File: src/hw/rtl/ogf_pkg.sv
// ogf_pkg: shared types and constants for the occupancy grid fusion block
// used by ogf_regs, ogf_ctrl, ogf_dpath and occupancy_grid_fusion_top; no dependencies

package ogf_pkg;

  localparam int CFG_IDX_W  = 3;
  localparam int CFG_DATA_W = 18;

  // global grid size in cells
  localparam int GRID_COLS = 1024;
  localparam int GRID_ROWS = 512;

  // configuration register indexes
  localparam logic [CFG_IDX_W-1:0] REG_COS_YAW       = 3'd0;
  localparam logic [CFG_IDX_W-1:0] REG_SIN_YAW       = 3'd1;
  localparam logic [CFG_IDX_W-1:0] REG_POS_X         = 3'd2;
  localparam logic [CFG_IDX_W-1:0] REG_POS_Y         = 3'd3;
  localparam logic [CFG_IDX_W-1:0] REG_LOCAL_SIZE    = 3'd4;
  localparam logic [CFG_IDX_W-1:0] REG_KEEP_WEIGHT   = 3'd5;
  localparam logic [CFG_IDX_W-1:0] REG_UNKNOWN_VALUE = 3'd6;
  localparam logic [CFG_IDX_W-1:0] REG_POSE_VALID    = 3'd7;

  // unknown occupancy, the value every grid cell holds after reset
  localparam logic [7:0] RESET_CELL = 8'd50;

  typedef struct packed {
    logic signed [15:0] cos_yaw;
    logic signed [15:0] sin_yaw;
    logic signed [17:0] pos_x;
    logic signed [17:0] pos_y;
    logic        [8:0]  local_size;
    logic        [8:0]  keep_weight;
    logic signed [7:0]  unknown_value;
    logic               pose_valid;
  } cfg_t;

  typedef enum logic [3:0] {
    ST_CLEAR,
    ST_IDLE,
    ST_ROT_A,
    ST_ROT_B,
    ST_PLACE,
    ST_ADDR,
    ST_FETCH,
    ST_BLEND,
    ST_FIN
  } state_t;

  typedef struct packed {
    logic clear;
    logic capture;
    logic rot_a;
    logic rot_b;
    logic place;
    logic addr;
    logic fetch;
    logic blend;
    logic fin;
    logic write;
  } cmd_t;

  typedef struct packed {
    logic clr_last;
    logic is_read;
    logic fuse_ok;
    logic in_map;
    logic known;
  } stat_t;

endpackage

File: src/hw/rtl/ogf_ctrl.sv
// ogf_ctrl: sequencing state machine of the grid fusion block
// depends on ogf_pkg; drives ogf_dpath through cmd_t and reads stat_t

module ogf_ctrl (
  input  logic                clk,
  input  logic                rst,
  input  logic                start,
  input  ogf_pkg::stat_t      stat,
  output ogf_pkg::cmd_t       cmd,
  output logic                busy
);

  ogf_pkg::state_t state, state_next;

  always_ff @(posedge clk) begin
    if (rst) begin
      state <= ogf_pkg::ST_CLEAR;
    end else begin
      state <= state_next;
    end
  end

  always_comb begin
    state_next = state;
    unique case (state)
      ogf_pkg::ST_CLEAR: begin
        if (stat.clr_last) state_next = ogf_pkg::ST_IDLE;
      end
      ogf_pkg::ST_IDLE: begin
        if (start) state_next = ogf_pkg::ST_ROT_A;
      end
      ogf_pkg::ST_ROT_A: begin
        if (stat.is_read)      state_next = ogf_pkg::ST_PLACE;
        else if (stat.fuse_ok) state_next = ogf_pkg::ST_ROT_B;
        else                   state_next = ogf_pkg::ST_FIN;
      end
      ogf_pkg::ST_ROT_B: state_next = ogf_pkg::ST_PLACE;
      ogf_pkg::ST_PLACE: state_next = ogf_pkg::ST_ADDR;
      ogf_pkg::ST_ADDR: begin
        if (stat.in_map && (stat.is_read || stat.known)) state_next = ogf_pkg::ST_FETCH;
        else                                             state_next = ogf_pkg::ST_FIN;
      end
      ogf_pkg::ST_FETCH: begin
        if (stat.is_read) state_next = ogf_pkg::ST_FIN;
        else              state_next = ogf_pkg::ST_BLEND;
      end
      ogf_pkg::ST_BLEND: state_next = ogf_pkg::ST_FIN;
      ogf_pkg::ST_FIN:   state_next = ogf_pkg::ST_IDLE;
      default:           state_next = ogf_pkg::ST_IDLE;
    endcase
  end

  always_comb begin
    cmd         = '0;
    cmd.clear   = (state == ogf_pkg::ST_CLEAR);
    cmd.capture = (state == ogf_pkg::ST_IDLE) && start;
    cmd.rot_a   = (state == ogf_pkg::ST_ROT_A);
    cmd.rot_b   = (state == ogf_pkg::ST_ROT_B);
    cmd.place   = (state == ogf_pkg::ST_PLACE);
    cmd.addr    = (state == ogf_pkg::ST_ADDR);
    cmd.fetch   = (state == ogf_pkg::ST_FETCH);
    cmd.blend   = (state == ogf_pkg::ST_BLEND);
    cmd.fin     = (state == ogf_pkg::ST_FIN);
    cmd.write   = (state == ogf_pkg::ST_FIN) && !stat.is_read && stat.fuse_ok &&
                  stat.in_map && stat.known;
    busy        = (state != ogf_pkg::ST_IDLE);
  end

endmodule

File: config.mk
export PLATFORM = sky130hd
export DESIGN_NAME = ogf_ctrl
export DESIGN_NICKNAME = d
export VERILOG_FILES = /design/src/hw/rtl/ogf_pkg.sv /design/src/hw/rtl/ogf_ctrl.sv
export SDC_FILE = /design/constraint.sdc
export NUM_CORES = 1
export LEC_CHECK = 0
export ABC_AREA = 1
export BUFFER_PORTS_ARGS = -buffer_cell sky130_fd_sc_hd__buf_2
export CORE_AREA = 3 3 40 42
export CTS_CLUSTER_SIZE = 25
export DETAILED_ROUTE_END_ITERATION = 7
export DIE_AREA = 0 0 43 45
export PLACE_DENSITY = 0.57
export RECOVER_POWER = 50
export SKIP_CTS_REPAIR_TIMING = 1
export SYNTH_ARGS = -nofsm -noshare
export SYNTH_HDL_FRONTEND = slang
export SYNTH_SLANG_ARGS = --single-unit
export TNS_END_PERCENT = 1
File: constraint.sdc
create_clock -name clk -period 1.2 [get_ports clk]
set_clock_uncertainty 0.2 [all_clocks]
set_input_delay 0.24 -clock clk [delete_from_list [all_inputs] [get_ports clk]]
set_output_delay 0.24 -clock clk [all_outputs]
set_load 0.05 [all_outputs]
==> flow_summary.json <==
{
  "required_ns": 0.76,
  "synth_top_family_by_area": "simple AND/OR/NAND/NOR gates",
  "stdcell_area_um2": 793,
  "gr-total-overflow": 0,
  "cts_root_buf": "clkbuf_4",
  "synth-adder-area-share_pct": 0,
  "synth_common_cells": "inv_1 (12), nand3_1 (12), nand2_1 (11), nor2_1 (11)",
  "slew_headroom_pct": 83.6,
  "synthTopCellsByArea": "dfxtp_1 (21%), nand3_1 (16%), inv_1 (12%), nor2_4 (12%), nand2_1 (11%)",
  "wl_per_cell_um": 9.28,
  "synth-simple-area-share_pct": 59.9,
  "ys_warn_count": 0,
  "largest_register": "state",
  "clockBufferDepth": 2,
  "finalMaxSlewViolations": 0,
  "syn_to_final_growth_pct": 112,
  "fp.coreArea_um2": 1280,
  "gp_congestion": 0.760,
  "synth_compound_area_share_pct": 3.68,
  "netlist_instances": 65,
  "finalSetupTns_ns": -4.61,
  "p_leak_nw": 0.437,
  "insertion_delay_ns": 0.24,
  "synth_seq_area_share_pct": 21.4,
  "synth_edf_count": 0,
  "diodes": 0,
  "yosys.area_share.xor_xnor_pct": 0,
  "drc_errors": 0,
  "die_h_um": 45,
  "largest_reg_flops": 4,
  "wl_um": 1100,
  "grt_max_degree": 6,
  "max_freq_mhz": 607,
  "worst-slew-pin-transition_ns": 0.247,
  "setup_viol": 15,
  "hp-class": "input port to flip-flop",
  "synth_seq_cells": 4,
  "critical_path_class": "flip-flop to output port",
  "rows": 13,
  "postPlaceCellArea_um2": 678,
  "min_period_ns": 1.65,
  "async_flop_share_pct": 0,
  "cap_violations": 0,
  "ant_nets": 0,
  "worst-path-max-fanout": 3,
  "syn-cell-area_um2": 374,
  "yosys.area.top_type": "dfxtp_1",
  "initial_core_util_pct": 29.1,
  "first_pass_iters": 3,
  "seqCellArea_um2": 90.1,
  "synth-main-ff-cell": "dfxtp_1",
  "path_clk_slew_ns": 0.04,
  "syn-num-nets": 73,
  "cts_sinks": 4,
  "grt_use_total_pct": 11.4,
  "synth_top_area_share_pct": 21.4,
  "peakVddDrop_mv": 0.575,
  "post-route-period-util_pct": 137,
  "dieArea_um2": 1940,
  "cts_tree": "built",
  "io_buffers": 18,
  "grt_pass1_wl_um": 1640,
  "endpoint_kind": "output port",
  "synthMuxAreaShare_pct": 0,
  "status": "finished with violations",
  "vias": 520,
  "pin_count": 19,
  "violations": "setup timing",
  "drive_gt1_share_pct": 56.7,
  "arrival_ns": 1.21,
  "power.density_nw_per_um2": 821,
  "cts_max_level": 1,
  "final_net_count": 113,
  "critical_path.startpoint_type": "flip-flop",
  "drt_iter0_markers": 15,
  "die_w_um": 43,
  "syn_avg_cell_area_um2": 5.76,
  "via_per_inst": 4.37,
  "top_regs": "state x4",
  "antenna_found_initial": 0,
  "multi_input_area_um2": 303,
  "dp_hpwl_um": 902,
  "setup_slack_ns": -0.448,
  "numCtsBuffers": 3,
  "yosysUniqueCellTypes": 13,
  "hold_viol": 0,
  "nFillCells": 113,
  "rsz0062_at_grt": "true",
  "grt_pass1_vias": 425
}
layer usage:
metal	global-route usage, %	vias to the layer above	wire (µm)
met2	18.9	14	532
met4	5.42	0	9
met5	0	-	0
li1	-	282	-
met3	2.39	2	52
met1	14.3	222	509
cell families (layout without fill, tap and decap cells):
logic type	Yosys count	after routing
AOI/OAI and AO/OA	2	2
DFF	4	4
and+or+nand+nor	44	44
buffers and inverters	15	54
worst paths after layout:
kind                    startpoint  cells past startpoint                    end  slack, ns
max          state[2]$_SDFFE_PP0P_                      4                 cmd[3]      -0.45
min                        stat[4]                      3  state[0]$_SDFFE_PP0P_       0.09
max reg2reg  state[1]$_SDFFE_PP0P_                      7  state[0]$_SDFFE_PP0P_      -0.15
min reg2reg  state[3]$_SDFFE_PP0P_                      3  state[1]$_SDFFE_PP0P_       0.42
critical path, stage by stage (launching register included):
cell and delay (ns):
dfxtp_2 0.32, inv_2 0.06, buf_4 0.14, nor4_4 0.26
buf_6 0.19
where the power goes:
| part | switching [mW] | leakage, nW | internal (mW) |
|---|---|---|---|
| logic | 0.183 | 0.387 | 0.126 |
| clock network | 0.0624 | 0.0150 | 0.125 |
| registers | 0.0121 | 0.0349 | 0.142 |
| total | 0.258 | 0.437 | 0.393 |
placed cells by master, fill, tap and decap left out, drive strengths merged:
cell type / n
buf: 34
clkbuf: 4
dfxtp: 4
dlygate4sd3: 1
inv: 15
nand2: 12
nand3: 12
nand4: 2
nor2: 15
nor3: 1
nor4: 2
o21ai: 2
stage by stage:
stage	hold WS, ns	std cells	power, mW	utilization [%]	setup slack [ns]
after detailed placement	0.228	114	0.443	52.8	-0.389
after global routing	0.0820	119	0.691	61.7	-0.509
after CTS	-0.0213	118	0.636	54.8	-0.655
final	0.0874	119	0.651	61.7	-0.448
after floorplan	0.105	65	0.339	-	-0.517
after global placement	0.221	114	0.442	52.8	-0.356
area by class of cell:
cell class	count	share of cell area (%)
sequential	4	11.4
timing repair buffer	35	37.7
multi-input combinational	46	38.2
tap	15	2.37
clock buffer	4	3.31
inverter	15	7.10
Power figures use the tool's default switching activity.
