File: src/hw/rtl/ogf_pkg.sv
// ogf_pkg: shared types and constants for the occupancy grid fusion block
// used by ogf_regs, ogf_ctrl, ogf_dpath and occupancy_grid_fusion_top; no dependencies

package ogf_pkg;

  localparam int CFG_IDX_W  = 3;
  localparam int CFG_DATA_W = 18;

  // global grid size in cells
  localparam int GRID_COLS = 1024;
  localparam int GRID_ROWS = 512;

  // configuration register indexes
  localparam logic [CFG_IDX_W-1:0] REG_COS_YAW       = 3'd0;
  localparam logic [CFG_IDX_W-1:0] REG_SIN_YAW       = 3'd1;
  localparam logic [CFG_IDX_W-1:0] REG_POS_X         = 3'd2;
  localparam logic [CFG_IDX_W-1:0] REG_POS_Y         = 3'd3;
  localparam logic [CFG_IDX_W-1:0] REG_LOCAL_SIZE    = 3'd4;
  localparam logic [CFG_IDX_W-1:0] REG_KEEP_WEIGHT   = 3'd5;
  localparam logic [CFG_IDX_W-1:0] REG_UNKNOWN_VALUE = 3'd6;
  localparam logic [CFG_IDX_W-1:0] REG_POSE_VALID    = 3'd7;

  // unknown occupancy, the value every grid cell holds after reset
  localparam logic [7:0] RESET_CELL = 8'd50;

  typedef struct packed {
    logic signed [15:0] cos_yaw;
    logic signed [15:0] sin_yaw;
    logic signed [17:0] pos_x;
    logic signed [17:0] pos_y;
    logic        [8:0]  local_size;
    logic        [8:0]  keep_weight;
    logic signed [7:0]  unknown_value;
    logic               pose_valid;
  } cfg_t;

  typedef enum logic [3:0] {
    ST_CLEAR,
    ST_IDLE,
    ST_ROT_A,
    ST_ROT_B,
    ST_PLACE,
    ST_ADDR,
    ST_FETCH,
    ST_BLEND,
    ST_FIN
  } state_t;

  typedef struct packed {
    logic clear;
    logic capture;
    logic rot_a;
    logic rot_b;
    logic place;
    logic addr;
    logic fetch;
    logic blend;
    logic fin;
    logic write;
  } cmd_t;

  typedef struct packed {
    logic clr_last;
    logic is_read;
    logic fuse_ok;
    logic in_map;
    logic known;
  } stat_t;

endpackage

File: src/hw/rtl/ogf_regs.sv
// ogf_regs: configuration register file of the grid fusion block
// depends on ogf_pkg

module ogf_regs (
  input  logic                             clk,
  input  logic                             rst,
  input  logic                             cfg_valid,
  output logic                             cfg_ready,
  input  logic [ogf_pkg::CFG_IDX_W-1:0]    cfg_index,
  input  logic [ogf_pkg::CFG_DATA_W-1:0]   cfg_data,
  output ogf_pkg::cfg_t                    cfg
);

  assign cfg_ready = 1'b1;

  always_ff @(posedge clk) begin
    if (rst) begin
      cfg.cos_yaw       <= 16'sd16384;
      cfg.sin_yaw       <= 16'sd0;
      cfg.pos_x         <= 18'sd0;
      cfg.pos_y         <= 18'sd0;
      cfg.local_size    <= 9'd0;
      cfg.keep_weight   <= 9'd243;
      cfg.unknown_value <= 8'sd50;
      cfg.pose_valid    <= 1'b0;
    end else if (cfg_valid && cfg_ready) begin
      unique case (cfg_index)
        ogf_pkg::REG_COS_YAW:       cfg.cos_yaw       <= cfg_data[15:0];
        ogf_pkg::REG_SIN_YAW:       cfg.sin_yaw       <= cfg_data[15:0];
        ogf_pkg::REG_POS_X:         cfg.pos_x         <= cfg_data[17:0];
        ogf_pkg::REG_POS_Y:         cfg.pos_y         <= cfg_data[17:0];
        ogf_pkg::REG_LOCAL_SIZE:    cfg.local_size    <= cfg_data[8:0];
        ogf_pkg::REG_KEEP_WEIGHT:   cfg.keep_weight   <= cfg_data[8:0];
        ogf_pkg::REG_UNKNOWN_VALUE: cfg.unknown_value <= cfg_data[7:0];
        ogf_pkg::REG_POSE_VALID:    cfg.pose_valid    <= cfg_data[0];
        default: ;
      endcase
    end
  end

endmodule

File: config.mk
export PLATFORM = sky130hd
export DESIGN_NAME = ogf_regs
export DESIGN_NICKNAME = d
export VERILOG_FILES = /design/src/hw/rtl/ogf_pkg.sv /design/src/hw/rtl/ogf_regs.sv
export SDC_FILE = /design/constraint.sdc
export NUM_CORES = 1
export LEC_CHECK = 0
export BUFFER_PORTS_ARGS = -buffer_cell sky130_fd_sc_hd__buf_4
export CORE_MARGIN = 4
export CORE_UTILIZATION = 33
export CTS_BUF_LIST = sky130_fd_sc_hd__clkbuf_16
export DETAILED_ROUTE_END_ITERATION = 8
export PLACE_DENSITY = 0.67
export SLEW_MARGIN = 0
export SYNTH_ARGS = -nofsm -noshare
export SYNTH_HDL_FRONTEND = slang
export SYNTH_SLANG_ARGS = --single-unit
export TNS_END_PERCENT = 100
File: constraint.sdc
create_clock -name clk -period 1.3 [get_ports clk]
set_input_delay 0.195 -clock clk [delete_from_list [all_inputs] [get_ports clk]]
set_output_delay 0.195 -clock clk [all_outputs]
set_load 0.01 [all_outputs]
==> results of run 1 <==
-- per-layer routing --
layer / vias to the layer above / routed length [um] / global-route usage [%]
li1: 1391 / - / -
met1: 1310 / 4270 / 18.09
met2: 76 / 4685 / 24.40
met3: 13 / 718 / 5.640
met4: 0 / 120 / 4.640
met5: - / 0 / 0
-- power groups by stage --
stage / clock network (W) / registers, W / logic (W)
after floorplan: 0 / 0.00310 / 0.000266
after global placement: 0 / 0.00308 / 0.000528
after detailed placement: 0 / 0.00308 / 0.000538
after CTS: 0.00268 / 0.00301 / 0.000539
after global routing: 0.00279 / 0.00302 / 0.000577
final: 0.00257 / 0.00301 / 0.000530
-- final timing paths --
check	start	end	slack [ns]	cells after the start
setup / recovery	cfg[87]	cfg[87]	0.26	1
hold reg to reg	cfg[92]	cfg[92]	0.48	2
hold / removal	cfg_data[7]	cfg[16]	0.12	3
setup reg to reg	cfg[77]	cfg[77]	0.68	2
-- metrics by stage --
step / instance area [um2] / std cells / power, W
6_report: 5196 / 614 / 0.006115
5_1_grt: 5196 / 614 / 0.006381
4_1_cts: 5196 / 614 / 0.006229
3_5_place_dp: 4907 / 598 / 0.003617
3_3_place_gp: 4907 / 598 / 0.003605
2_1_floorplan: 3849 / 352 / 0.003368
-- cell usage in the layout (no fill, tap or decap), drive strengths merged --
cell and n:
nor4bb 1, buf 133, conb 1, and4bb 1
clkbuf 9, dfxtp 95, nand4bb 3, nand2b 103
and4b 1, nand4 1, mux2i 95, or4b 1
clkinvlp 3, nand4b 3, bufinv 1, clkinv 3
nor2 17
-- cell type report --
| cell class | count | area share (%) |
|---|---|---|
| sequential | 95 | 36.60 |
| multi-input combinational | 227 | 34.46 |
| timing repair buffer | 133 | 19.94 |
| clock buffer | 9 | 4.334 |
| tap | 143 | 3.443 |
| clock inverter | 7 | 1.228 |
-- kinds of logic (layout without fill, tap and decap cells) --
family	after synthesis	in the layout	synth area share [%]
buf+inv	30	149	4.205
mux	95	95	24.77
simple gates	131	131	21.38
other cells	1	1	0.09769
flops	95	95	49.54
==> results.cfg, run 1 <==
[cts]
cts_repair_resize_count = 0
cts.path.max_buffers = 2
cts_root_buf = clkbuf_16
worstSkewPairLatency_ns = 0.34
h-tree-depth = 3
cts_tree = yes
cts-buffers-inserted = 9
clock_sinks = 95
post_cts_hold_buffer_count = 0
cts_setup_buffers = 0
path_clk_slew_ns = 0.06

[power]
cellLeakagePower_nw = 2.541
netsw_w = 0.001394
comb_power_share_pct = 8.7
peakVddDrop_mv = 0.7424
switching_power_as_a_share_of_total_power_pct = 22.79
power_report.internal_total_w = 0.004721
power_density_nw_per_um2 = 1177
pwr-share-clk_pct = 42.1
sequentialPowerShare_pct = 49.3

[global_routing]
grt_pass1_wl_mm = 15.12
grt_usage_pct = 14.86
grt_antenna_before_repair = 0
grt_start_max_net_pins = 33
first_global_vias = 2815
grt_overflow = 0

[critical_path]
crit_path_end_kind = output pin
critical_path.max_stage_delay_ns = 0.36
worst-endpoint-arrival_ns = 0.84
timing.critical_path.max_delay_family = flip-flops
setup_crit_start_kind = flip-flop
crit_type = reg -> out
slowest_cell_on_crit_path = dfxtp_1
worstPathBufferInverterCount = 1
crit_path_cell_trace = buf_4
worst_ep_required_time_ns = 1.11
worst-path-max-fanout = 2

[sta]
clock_skew_ns = 0
max_freq_mhz = 963.0
setup_repair_after_global_routing_missed_its_margin = false
report.final.slew_viol_count = 0
setup_viol_count_final = 0
finalWorstSetupSlack_ns = 0.2616
period_minus_slack_ns = 1.038
finalHoldWorstSlack_ns = 0.1234
hold_viol = 0
setup_tns_ns = 0
layout_worst_path_cycle_share_pct = 79.88

[die]
core_area_um2 = 11420
die_height_um = 115.9
placementRows = 39
initial_utilization_pct = 33.62
die_w_um = 115.9
die_area_um2 = 13420
io_pins = 120

[routing]
wl_per_cell_um = 15.95
postRouteAntennaNets = 0
drt_first_pass_iters = 4
postRouteWirelength_mm = 9.795
detailedRoute.firstIterationViolations = 104
route.detailed.drc = 0
route.vias.total = 2790
drt-vias-per-instance = 4.544

[layout]
filler_cell_count = 1098
insertedDiodeCount = 0
register_area_um2 = 1902
reg_top3 = cfg x95
final_layout_size_suffix_gt1_share_pct = 31.63
num-nets-final = 490
multiInputGateArea_um2 = 1790
post-route-util_pct = 45.51
register_with_the_most_flip_flops = cfg
area.growth.synth_to_final_pct = 35.36
flip_flop_count_of_the_largest_register_after_layout = 95

[placed_design]
buffer_ports.inserted = 118
routabilityCongestion = 0.7051
dp_slack_ns = -0.07096
dpl.hpwl_mm = 7.028

[run]
max_cap_viols = 0

[synthesis]
syn-mean-instance-area_um2 = 10.91
synth_edf_count = 0
synth_common_cells = nand2b_1 (103), dfxtp_1 (95), mux2i_1 (95), clkbuf_1 (17), nor2_1 (17)
top_cells_by_area_in_the_synthesized_netlist = dfxtp_1 (50%), mux2i_1 (25%), nand2b_1 (17%)
syn_nets = 376
synth-main-ff-cell = dfxtp_1
most_frequent_cell_after_synthesis = nand2b_1
synth-warning-count = 0
netlist_area_um2 = 3839
netlist-cell-type-count = 17
ys_seq_area_share_pct = 49.54
ys_async_sr_fraction_pct = 0
postSynthCellCount = 352
synth_largest_area_cell = dfxtp_1
synth-seq-cells = 95
share_of_the_synthesized_area_in_the_top_cell_type_pct = 49.54

[min_path]
hold_class = in -> reg

[status]
status = finished clean
No activity file was read; power rests on OpenSTA's default activity.
==> run 2: changes to the inputs <==
- PLACE_DENSITY: 0.67 -> 0.65
- clock period: 1.3 -> 1 ns (I/O delays scaled with it)
==> run 2 against run 1 <==
Net effect: clock skew unchanged; clock-buffer cell count is the same; sequential share of layout area is 0.058 points lower; setup slack got worse by 0.23 ns; clock power rose by 39%; via count up 1.2%; die area unchanged; final area is 3.1% higher; combinational power is 35% higher; register-to-register slack worse by 0.35 ns; critical path type unchanged; sequential cell count is the same.
==> results.cfg, run 2 (synthesis results as in run 1) <==
[layout]
fin_area_um2 = 5355
register_with_the_most_flip_flops = cfg
filler_cell_count = 1057
flip_flop_count_of_the_largest_register_after_layout = 95
most-common-layout-cells = buf_4 (134), nand2b_1 (103), mux2i_1 (95), dfxtp_1 (51), dfxtp_2 (44)
insertedDiodeCount = 0
reg_top3 = cfg x95
area.growth.synth_to_final_pct = 39.50
num-nets-final = 497
most_frequent_standard_cell_in_the_layout_excluding_fill_and_tap_cells = buf_4
final_layout_size_suffix_gt1_share_pct = 41.93

[die]
placementRows = 39
die_w_um = 115.9
die_height_um = 115.9
initial_utilization_pct = 33.62
core_area_um2 = 11420
io_pins = 120
die_area_um2 = 13420

[critical_path]
rr_worst_depth = 2
worst-path-max-fanout = 2
ff2ff_setup_slack_ns = 0.33
slowest_cell_on_crit_path = dfxtp_1
setup_crit_start_kind = flip-flop
worstPathBufferInverterCount = 1
crit_path_end_kind = output pin
crit_type = reg -> out
worst-endpoint-arrival_ns = 0.82
path_depth = 1
critPathLaunch = cfg[72]
timing.rr.end = cfg[92]
worst_ep_required_time_ns = 0.85
timing.critical_path.max_delay_family = flip-flops
worst_setup_path_endpoint = cfg[72]
crit_path_cell_trace = buf_4
worstReg2RegStart = cfg[92]
critical_path.max_stage_delay_ns = 0.35

[power]
cellLeakagePower_nw = 2.628
peakVddDrop_mv = 0.9175
power_density_nw_per_um2 = 1531

[sta]
clock_skew_ns = 0
max_freq_mhz = 1031
report.final.slew_viol_count = 0
finalWorstSetupSlack_ns = 0.02977
setup_viol_count_final = 0
layout_worst_path_cycle_share_pct = 97.02
period_minus_slack_ns = 0.9702
hold_viol = 0

[status]
status = finished clean

[routing]
drt-met1-wl_mm = 4.462
wl_met3_um = 680
drt-vias-per-instance = 4.553
top_layer_used = met4
detailroute.wirelength.met2_mm = 4.572
postRouteWirelength_mm = 9.873
route.detailed.drc = 0
wl_per_cell_um = 15.92
route.vias.total = 2823
postRouteAntennaNets = 0
drt_first_pass_iters = 4
detailedRoute.firstIterationViolations = 85

[cts]
cts_root_buf = clkbuf_16
h-tree-depth = 3
cts_tree = yes
cts-buffers-inserted = 9
clock_sinks = 95
cts.path.max_buffers = 2
post_cts_hold_buffer_count = 0
path_clk_slew_ns = 0.07
worstSkewPairLatency_ns = 0.34

[global_routing]
grt_start_max_net_pins = 38
grt_usage_pct = 15.25
grt_overflow = 0
first_global_vias = 2895
grt_pass1_wl_mm = 15.46
grt_antenna_before_repair = 0

[placed_design]
buffer_ports.inserted = 118
routabilityCongestion = 0.6932
dp_slack_ns = -0.3181
dpl.hpwl_mm = 7.060
area_after_detailed_placement_um2 = 4970

[min_path]
hold_class = in -> reg

[run]
max_cap_viols = 0
-- run 2: per-stage QoR --
stage / cells / util, % / hold WS [ns] / setup TNS [ns] / power, W
2_1_floorplan: 352 / - / 0.3112 / -4.959 / 0.004388
3_3_place_gp: 603 / 43.52 / 0.4158 / -14.24 / 0.004709
3_5_place_dp: 603 / 43.52 / 0.4301 / -15.83 / 0.004722
4_1_cts: 618 / 46.29 / 0.05784 / 0 / 0.008286
5_1_grt: 620 / 46.90 / 0.09562 / -0.003321 / 0.008501
6_report: 620 / 46.90 / 0.07254 / 0 / 0.008198
-- run 2: how the worst min path moves through the flow --
stage            startpoint  endpoint  slack (ns)  depth (start not counted)
4_1_cts         cfg_data[6]   cfg[15]        0.06                          3
3_5_place_dp   cfg_data[14]   cfg[93]        0.43                          3
2_1_floorplan  cfg_data[14]   cfg[93]        0.31                          2
6_report        cfg_data[6]   cfg[15]        0.07                          3
3_3_place_gp   cfg_data[14]   cfg[93]        0.42                          3
5_1_grt        cfg_data[14]   cfg[93]         0.1                          3
-- run 2: layout make-up --
cell class,instances,area [um2],share of cell area [%]
clock buffers,9,225.2,4.206
clock inverters,6,77.57,1.449
multi-input cells,227,1790,33.43
flip-flops and latches,95,1957,36.54
well taps,143,178.9,3.341
repair buffers,140,1126,21.03
-- run 2: what timing repair did --
item / 4_1_cts / 5_1_grt
endpoints found under the setup margin: 10 / 35
buffers inserted: 0 / 2
resized for setup: 10 / 34
pin swaps: 0 / 1
cloned: 0 / 0
-- run 2: where the power goes --
part | internal [W] | switching, W
logic | 0.000382 | 0.000332
clock network | 0.00215 | 0.00141
registers | 0.00387 | 0.0000506
total | 0.00641 | 0.00179
-- run 2: metal layers --
layer | GRT usage, % | vias up
li1 | - | 1410
met1 | 19.26 | 1326
met2 | 24.05 | 74
met3 | 5.431 | 13
met4 | 5.568 | 0
met5 | 0 | -
